===== config.mk =====
export PLATFORM = sky130hd
export DESIGN_NAME = tcw_front
export DESIGN_NICKNAME = d
export VERILOG_FILES = /design/src/hw/rtl/tcw_pkg.sv /design/src/hw/rtl/tcw_front.sv
export SDC_FILE = /design/constraint.sdc
export NUM_CORES = 1
export LEC_CHECK = 0
export BUFFER_PORTS_ARGS = -buffer_cell sky130_fd_sc_hd__buf_4
export CORE_ASPECT_RATIO = 0.5
export CORE_MARGIN = 4
export CORE_UTILIZATION = 35
export DETAILED_ROUTE_END_ITERATION = 12
export PLACE_DENSITY = 0.66
export SETUP_SLACK_MARGIN = 0.4
export SYNTH_ARGS = -nofsm -noshare
export SYNTH_HDL_FRONTEND = slang
export SYNTH_SLANG_ARGS = --single-unit

===== constraint.sdc =====
create_clock -name clk_i -period 4.3 [get_ports clk_i]
set_clock_uncertainty 0.1 [all_clocks]
set_input_delay 0.43 -clock clk_i [delete_from_list [all_inputs] [get_ports clk_i]]
set_output_delay 0.43 -clock clk_i [all_outputs]
set_load 0.01 [all_outputs]

===== src/hw/rtl/tcw_pkg.sv =====
// Shared types, constants and helpers for the text console writer.
// Depends on nothing; every other file of the block imports it.
package tcw_pkg;

  // Screen geometry
  localparam int COLUMNS    = 80;
  localparam int ROWS       = 25;
  localparam int CELL_COUNT = COLUMNS * ROWS;
  localparam int ADDR_W     = $clog2(CELL_COUNT);
  localparam int CNT_W      = $clog2(CELL_COUNT + 1);
  localparam int COL_W      = $clog2(COLUMNS);
  localparam int COLX_W     = COL_W + 1;
  localparam int ROW_W      = $clog2(ROWS);
  localparam int ROWX_W     = ROW_W + 1;
  localparam int TAB_STOP   = 4;

  // Field widths
  localparam int FUNC_W  = 2;
  localparam int CHAR_W  = 8;
  localparam int INDEX_W = 11;
  localparam int ATTR_W  = 8;
  localparam int CELL_W  = 16;
  localparam int POS_W   = 11;
  localparam int RES_W   = CELL_W + POS_W + 1;

  localparam int IN_DATA_W  = 24;
  localparam int OUT_DATA_W = 32;
  localparam int OUT_PAD_W  = OUT_DATA_W - RES_W;

  localparam int QUEUE_DEPTH = 2;
  localparam int QPTR_W      = $clog2(QUEUE_DEPTH);
  localparam int QCNT_W      = $clog2(QUEUE_DEPTH + 1);

  // Operation codes on the input kind field
  localparam logic [FUNC_W-1:0] FUNC_PUT   = 2'd0;
  localparam logic [FUNC_W-1:0] FUNC_READ  = 2'd1;
  localparam logic [FUNC_W-1:0] FUNC_CLEAR = 2'd2;

  // Character codes
  localparam logic [CHAR_W-1:0] CH_BS      = 8'h08;
  localparam logic [CHAR_W-1:0] CH_TAB     = 8'h09;
  localparam logic [CHAR_W-1:0] CH_LF      = 8'h0A;
  localparam logic [CHAR_W-1:0] CH_CR      = 8'h0D;
  localparam logic [CHAR_W-1:0] BLANK_CHAR = 8'h20;

  localparam logic [ATTR_W-1:0] ATTR_RESET = 8'h07;
  localparam logic [CELL_W-1:0] RESET_CELL = {ATTR_RESET, BLANK_CHAR};

  typedef enum logic [2:0] {
    K_PRINT,
    K_BS,
    K_LF,
    K_CR,
    K_TAB,
    K_NOP,
    K_READ,
    K_CLEAR
  } cmd_kind_e;

  typedef struct packed {
    cmd_kind_e              kind;
    logic [CHAR_W-1:0]      char_code;
    logic [INDEX_W-1:0]     cell_index;
    logic                   index_ok;
  } cmd_t;

  typedef struct packed {
    logic                   scrolled;
    logic [POS_W-1:0]       cursor_pos;
    logic [CELL_W-1:0]      cell_data;
  } res_t;

  typedef enum logic [2:0] {
    ST_INIT,
    ST_IDLE,
    ST_READ,
    ST_SCROLL,
    ST_FILL
  } back_state_e;

  // Linear cell address of a row and column
  function automatic logic [ADDR_W-1:0] cell_addr(input logic [ROW_W-1:0] row,
                                                  input logic [COL_W-1:0] col);
    return ADDR_W'(row) * ADDR_W'(COLUMNS) + ADDR_W'(col);
  endfunction

  // Next tab stop, one bit wider than a column so that it may pass the edge
  function automatic logic [COLX_W-1:0] next_tab(input logic [COL_W-1:0] col);
    logic [COLX_W-1:0] sum;
    sum = {1'b0, col} + COLX_W'(TAB_STOP);
    return sum & ~COLX_W'(TAB_STOP - 1);
  endfunction

endpackage


===== src/hw/rtl/tcw_front.sv =====
// Front end of the text console writer: classifies input transfers and queues them.
// Depends on tcw_pkg.
module tcw_front import tcw_pkg::*; (
  input  logic               clk_i,
  input  logic               rst_ni,
  input  logic               in_valid_i,
  output logic               in_ready_o,
  input  logic [FUNC_W-1:0]  in_func_i,
  input  logic [CHAR_W-1:0]  in_char_i,
  input  logic [INDEX_W-1:0] in_index_i,
  input  logic               init_busy_i,
  output logic               head_valid_o,
  output cmd_t               head_o,
  input  logic               pop_i
);

  cmd_t              cmd;
  cmd_t              queue_q [QUEUE_DEPTH];
  logic [QPTR_W-1:0] wr_ptr_q, wr_ptr_d;
  logic [QPTR_W-1:0] rd_ptr_q, rd_ptr_d;
  logic [QCNT_W-1:0] count_q, count_d;
  logic              push;
  logic              pop;

  always_comb begin
    cmd.char_code  = in_char_i;
    cmd.cell_index = in_index_i;
    cmd.index_ok   = 32'(in_index_i) < 32'(CELL_COUNT);
    unique case (in_func_i)
      FUNC_PUT: begin
        unique case (in_char_i)
          CH_BS:   cmd.kind = K_BS;
          CH_TAB:  cmd.kind = K_TAB;
          CH_LF:   cmd.kind = K_LF;
          CH_CR:   cmd.kind = K_CR;
          default: begin
            // printable range runs from blank up to 0x7F
            cmd.kind = (in_char_i >= BLANK_CHAR && !in_char_i[CHAR_W-1]) ? K_PRINT : K_NOP;
          end
        endcase
      end
      FUNC_READ:  cmd.kind = K_READ;
      FUNC_CLEAR: cmd.kind = K_CLEAR;
      default:    cmd.kind = K_NOP;
    endcase
  end

  assign in_ready_o   = (count_q != QCNT_W'(QUEUE_DEPTH)) && !init_busy_i;
  assign push         = in_valid_i && in_ready_o;
  assign head_valid_o = count_q != '0;
  assign head_o       = queue_q[rd_ptr_q];
  assign pop          = pop_i && head_valid_o;

  always_comb begin
    wr_ptr_d = wr_ptr_q;
    rd_ptr_d = rd_ptr_q;
    count_d  = count_q;
    if (push) begin
      wr_ptr_d = (wr_ptr_q == QPTR_W'(QUEUE_DEPTH - 1)) ? '0 : wr_ptr_q + 1'b1;
    end
    if (pop) begin
      rd_ptr_d = (rd_ptr_q == QPTR_W'(QUEUE_DEPTH - 1)) ? '0 : rd_ptr_q + 1'b1;
    end
    if (push && !pop) begin
      count_d = count_q + 1'b1;
    end else if (pop && !push) begin
      count_d = count_q - 1'b1;
    end
  end

  always_ff @(posedge clk_i or negedge rst_ni) begin
    if (!rst_ni) begin
      wr_ptr_q <= '0;
      rd_ptr_q <= '0;
      count_q  <= '0;
    end else begin
      wr_ptr_q <= wr_ptr_d;
      rd_ptr_q <= rd_ptr_d;
      count_q  <= count_d;
    end
  end

  always_ff @(posedge clk_i) begin
    if (push) begin
      queue_q[wr_ptr_q] <= cmd;
    end
  end

endmodule


==> flow_summary.toml, run 1 <==
[power]
leakagePower_nw = 1.02
peakVddDrop_v = 0.000253
power.density_nw_per_um2 = 558

[timing]
finalHoldViolations = 0
drv_slew = 0
fmax_mhz = 414
slew_headroom_pct = 23.3
setup_violations = 0
setup_tns_ps = 0
worstMarginPinSlew_ps = 1150
finalCritPeriodShare_pct = 56.2
period_minus_slack_ps = 2420
rsz0062_at_grt = "false"

[critical_path]
crit_path_end_kind = "output port"
worstPathRequired_ps = 3770
worstPathArrival_ps = 1890
cpPeakStageDelay_ps = 1010
startpoint_type = "register"
cpLargestDelayFamily = "flip-flops"
path_class = "register to output port"
crit_chain = "mux2_2 > buf_4"
cp_slowest_cell = "dfrtp_1"
cp_max_fo = 24
crit_buf_inv = 1

[clock_tree]
clock_latency_ps = 280
cts-root-buf = "clkbuf_16"
cts_sinks = 50
hold_buffers = 1
cts_resized = 0
cts_buffers = 5
post-cts-setup-buffer-count = 0
htreeDepth = 2
cts_tree = "yes"
cts_buffer_depth = 2
clk_pin_slew_ps = 60

[finish]
diodes = 0
multi_input_comb_area_um2 = 513
final_util_pct = 47.5
area_delta_synth_final_pct = 29.7
drive_gt1_share_pct = 48.0
fill_cells = 473
seq_area_um2 = 1480
num-nets-final = 199

[route]
wirelength_um = 3480
ant_nets = 0
first_pass_iters = 3
drc_errors = 0
avgViaCountPerCell = 4.62
wl_per_cell_um = 14.3
vias = 1128
detail_route.iter0.violations = 88

[yosys]
synth_ff_type = "edfxtp_1"
yosysMostFrequentCell = "edfxtp_1"
ys_ff_latch = 50
syn_area_um2 = 2030
netlist_top_cells_area = "edfxtp_1, mux2_2, dfrtp_1"
synth_largest_area_cell = "edfxtp_1"
synth_nets = 144
syn_avg_cell_area_um2 = 17.6
synth.distinct_cells = 24
synth-seq-area-share_pct = 73.0
synth_cells = 115
ys_warn_count = 0
synth_async_sr_flop_share_pct = 8.00
synth_common_cells = "edfxtp_1, mux2_2, inv_1"
synth_edf_count = 46
synth.top_cell.area_share_pct = 68.1

[global_route]
globalRoute.totalOverflow = 0
grt_pass1_wl_um = 5360
grt_pass1_vias = 1152
antenna_found_initial = 0
grt_usage_pct = 10.1
grt_start_max_net_pins = 25

[placement]
hpwlAfterDp_um = 2430
io_buffer_count = 50
globalplace.congestion = 0.766

[floorplanning]
fp.dieH_um = 61.8
die_area_um2 = 7150
fp.dieW_um = 116
rows = 19
start_util_pct = 36.6
core-area_um2 = 5540
ioPinCount = 51

[job]
cap_viol_max_count = 0

[run_status]
outcome = "finished clean"

[min_path]
hp-class = "input pin to register"
area by class of cell:
class                           instances  area share, %
Multi-Input combinational cell         56           19.5
Tap cell                               73           3.47
Sequential cell                        50           56.3
Clock inverter                          2          0.333
Inverter                                6          0.856
Timing Repair Buffer                   51           14.6
Clock buffer                            6           4.90
layer usage:
metal,global-route usage (%),share of wire [%],vias up
li1,-,-,548
met1,10.9,42,555
met2,18.5,52,19
met3,3.19,4.6,6
met4,5.45,2.2,0
met5,0,0,-
flip-flops by register name, summed over array words and instances (netlist names):
name and flops:
queue_q 46, count_q 2, rd_ptr_q 1, wr_ptr_q 1
path summary, 6_finish.rpt:
check,start,endpoint,slack (ps),cells past startpoint
setup / recovery,rd_ptr_q$_DFFE_PN0P_,head_o[8],1880,2
hold / removal,in_index_i[0],queue_q[0][1]$_DFFE_PP_,230,1
setup reg to reg,count_q[0]$_DFFE_PN0P_,queue_q[0][5]$_DFFE_PP_,2270,2
hold reg to reg,wr_ptr_q$_DFFE_PN0P_,wr_ptr_q$_DFFE_PN0P_,410,1
max in group asynchronous,rst_ni,wr_ptr_q$_DFFE_PN0P_,3620,2
min in group asynchronous,rst_ni,count_q[1]$_DFFE_PN0P_,380,2
report_power, final:
group / leakage, nW / internal, mW / switching [mW]
Combinational: 0.482 / 0.244 / 0.175
Sequential: 0.465 / 0.615 / 0.0685
Clock: 0.0683 / 0.212 / 0.153
cells in the final DEF, fill, tap and decap left out, drive strengths merged, types with 2 or more instances in the layout:
cell,Yosys,final
buf,3,50
edfxtp,46,46
mux2,23,23
inv,6,6
clkbuf,0,6
nor2,5,5
xnor2,4,4
dfrtp,4,4
ha,3,3
nand2,2,2
xor2,2,2
o21ai,2,2
a21oi,2,2
and3,2,2
clkinv,0,2
cell families (layout without fill, tap and decap cells):
group,after synthesis,count (layout),share of synthesized area (%)
AO/OA/AOI/OAI,10,10,3.45
XOR/XNOR,6,6,2.59
adder cells (fa/ha/maj),3,3,1.85
buffers and inverters,9,65,1.85
flip-flops,50,50,73.0
multiplexers,23,23,12.8
AND/OR/NAND/NOR,14,14,4.50
through the flow:
step           hold WS, ps  area (µm²)  std cells  power (mW)  setup slack, ps
3_3_place_gp           130        2480        235        1.11             2130
6_report               233        2630        244        1.47             1880
4_1_cts                230        2630        244        1.48             1870
3_5_place_dp           130        2480        235        1.12             2090
2_1_floorplan         34.4        2030        115       0.923             2170
5_1_grt                227        2630        244        1.55             1800
Power figures use the tool's default switching activity.
==> run 2: changes to the inputs <==
--- a/config.mk
+++ b/config.mk
@@ -5,6 +5,7 @@
 export SDC_FILE = /design/constraint.sdc
 export NUM_CORES = 1
 export LEC_CHECK = 0
+export ABC_AREA = 1
 export BUFFER_PORTS_ARGS = -buffer_cell sky130_fd_sc_hd__buf_4
 export CORE_ASPECT_RATIO = 0.5
 export CORE_MARGIN = 4
==> constraint.sdc (replaced) <==
create_clock -name clk_i -period 2.3 [get_ports clk_i]
set_clock_uncertainty 0.1 [all_clocks]
set_input_delay 0.23 -clock clk_i [delete_from_list [all_inputs] [get_ports clk_i]]
set_output_delay 0.23 -clock clk_i [all_outputs]
set_load 0.01 [all_outputs]
==> flow_summary.toml, run 2 <==
[run_status]
outcome = "finished clean"

[floorplanning]
fp.dieW_um = 117
ioPinCount = 51
core-area_um2 = 5590
die_area_um2 = 7250
fp.dieH_um = 62.3
start_util_pct = 36.9
rows = 19

[critical_path]
crit_path_end_kind = "register"
cp_max_fo = 4
cp_slowest_cell = "dfrtp_1"
crit_chain = "inv_2 > a21oi_2 > nand2_1 > inv_1 > ha_1 > a21oi_1 > o21ai_0 > xor2_1"
path_class = "register to register"
worstPathRequired_ps = 2350
cpPeakStageDelay_ps = 400
startpoint_type = "register"
cpLargestDelayFamily = "flip-flops"
worstPathArrival_ps = 1760
crit_buf_inv = 2

[timing]
whs_ps = 35.0
fin_ws_ps = 590
period_minus_slack_ps = 1710
worstMarginPinSlew_ps = 431
finalHoldViolations = 0
fmax_mhz = 585
setup_violations = 0
rsz0062_at_grt = "false"
drv_slew = 0
finalCritPeriodShare_pct = 74.3
setup_tns_ps = 0
slew_headroom_pct = 71.3

[yosys]
netlist_top_cells_area = "edfxtp_1, nand2_1, dfrtp_1"
synth_cells = 180
ys_ff_latch = 50
synth.distinct_cells = 21
synth_async_sr_flop_share_pct = 8.00
synth_edf_count = 46
yosysMostFrequentCell = "nand2_1"
synth-seq-area-share_pct = 71.9
synth.top_cell.area_share_pct = 67.0
syn_avg_cell_area_um2 = 11.4
synth_largest_area_cell = "edfxtp_1"
ys_warn_count = 0
synth_common_cells = "nand2_1, edfxtp_1, inv_1"
synth_nets = 209
synth_ff_type = "edfxtp_1"
syn_area_um2 = 2060

[route]
highest_layer = "met4"
routed-wl-met2_um = 1930
wirelength_um = 3740
detail_route.iter0.violations = 52
vias = 1367
avgViaCountPerCell = 4.40
wl_met1_um = 1620
ant_nets = 0
first_pass_iters = 4
wl_per_cell_um = 12.0
wl_met3_um = 141
drc_errors = 0

[global_route]
grt_pass1_wl_um = 6220
globalRoute.totalOverflow = 0
grt_usage_pct = 11.0
grt_pass1_vias = 1412
antenna_found_initial = 0
grt_start_max_net_pins = 25

[finish]
largest_register = "queue_q"
diodes = 0
num-nets-final = 266
largest_reg_flops = 46
final_util_pct = 48.1
final_cell_mix = "nand2_1, buf_4, edfxtp_1"
reg.largest.list = "queue_q (46), count_q (2)"
area_delta_synth_final_pct = 30.4
fin_area_um2 = 2690
drive_gt1_share_pct = 28.6
layout_commonest_cell = "nand2_1"
stdcell_count = 311

[power]
leakagePower_nw = 1.19
power_mw = 2.86
power.density_nw_per_um2 = 1070
peakVddDrop_v = 0.000463

[clock_tree]
cts_tree = "yes"
clk_pin_slew_ps = 60
cts-root-buf = "clkbuf_16"
cts_buffer_depth = 2
cts_buffers = 5
hold_buffers = 1
cts_resized = 0
post-cts-setup-buffer-count = 0
clock_latency_ps = 270
htreeDepth = 2
cts_sinks = 50

[placement]
io_buffer_count = 50
pre_cts_slack_ps = 611
placed_cell_area_um2 = 2530
dp.cells = 302
globalplace.congestion = 0.679
hpwlAfterDp_um = 2660

[job]
cap_viol_max_count = 0

[min_path]
hp-class = "input pin to register"
[run 2: cell types whose count changed in the layout (fill, tap and decap cells not counted), moves of 2 or more]
cell     before  now
nor2_1        4    6
buf_4        50   53
inv_2         0    2
nand3_1       0    2
nor2_2        1    3
xnor2_1       4    1
mux2_2       23    0
nand2_1       2   87
inv_1         6    9
[run 2: final timing paths]
check / from / to / depth (start not counted) / slack, ps
setup / recovery: count_q[0]$_DFFE_PN0P_ / count_q[1]$_DFFE_PN0P_ / 8 / 590
hold / removal: in_index_i[3] / queue_q[0][4]$_DFFE_PP_ / 1 / 40
setup reg to reg: count_q[0]$_DFFE_PN0P_ / count_q[1]$_DFFE_PN0P_ / 8 / 590
hold reg to reg: count_q[0]$_DFFE_PN0P_ / count_q[0]$_DFFE_PN0P_ / 1 / 410
max in group asynchronous: rst_ni / wr_ptr_q$_DFFE_PN0P_ / 2 / 1810
min in group asynchronous: rst_ni / rd_ptr_q$_DFFE_PN0P_ / 2 / 190
[run 2: where the power goes]
| group | total, mW | switching [mW] | internal [mW] |
|---|---|---|---|
| registers | 1.19 | 0.0439 | 1.15 |
| logic | 0.997 | 0.573 | 0.423 |
| clock network | 0.677 | 0.280 | 0.396 |
[run 2: final cells by class]
type	instances	area, µm²
clock buffers	5	125
flip-flops and latches	50	1480
fillers	485	2900
clock inverters	3	16.3
inverters	11	41.3
well taps	73	91.3
repair buffers	54	408
multi-input cells	115	523
[run 2: cells by family after synthesis]
family	Yosys count	share of synthesized area (%)
and+or+nand+nor	101	19.4
DFF	50	71.9
buffers and inverters	15	2.98
AOI/OAI and AO/OA	7	2.25
xor gates and xnor gates	4	1.70
adders and majority gates	3	1.82
[run 2: routing by layer]
layer	track usage, %	vias to the layer above
met2	19.7	16
met3	3.30	2
li1	-	704
met4	3.91	0
met5	0	-
met1	12.4	645
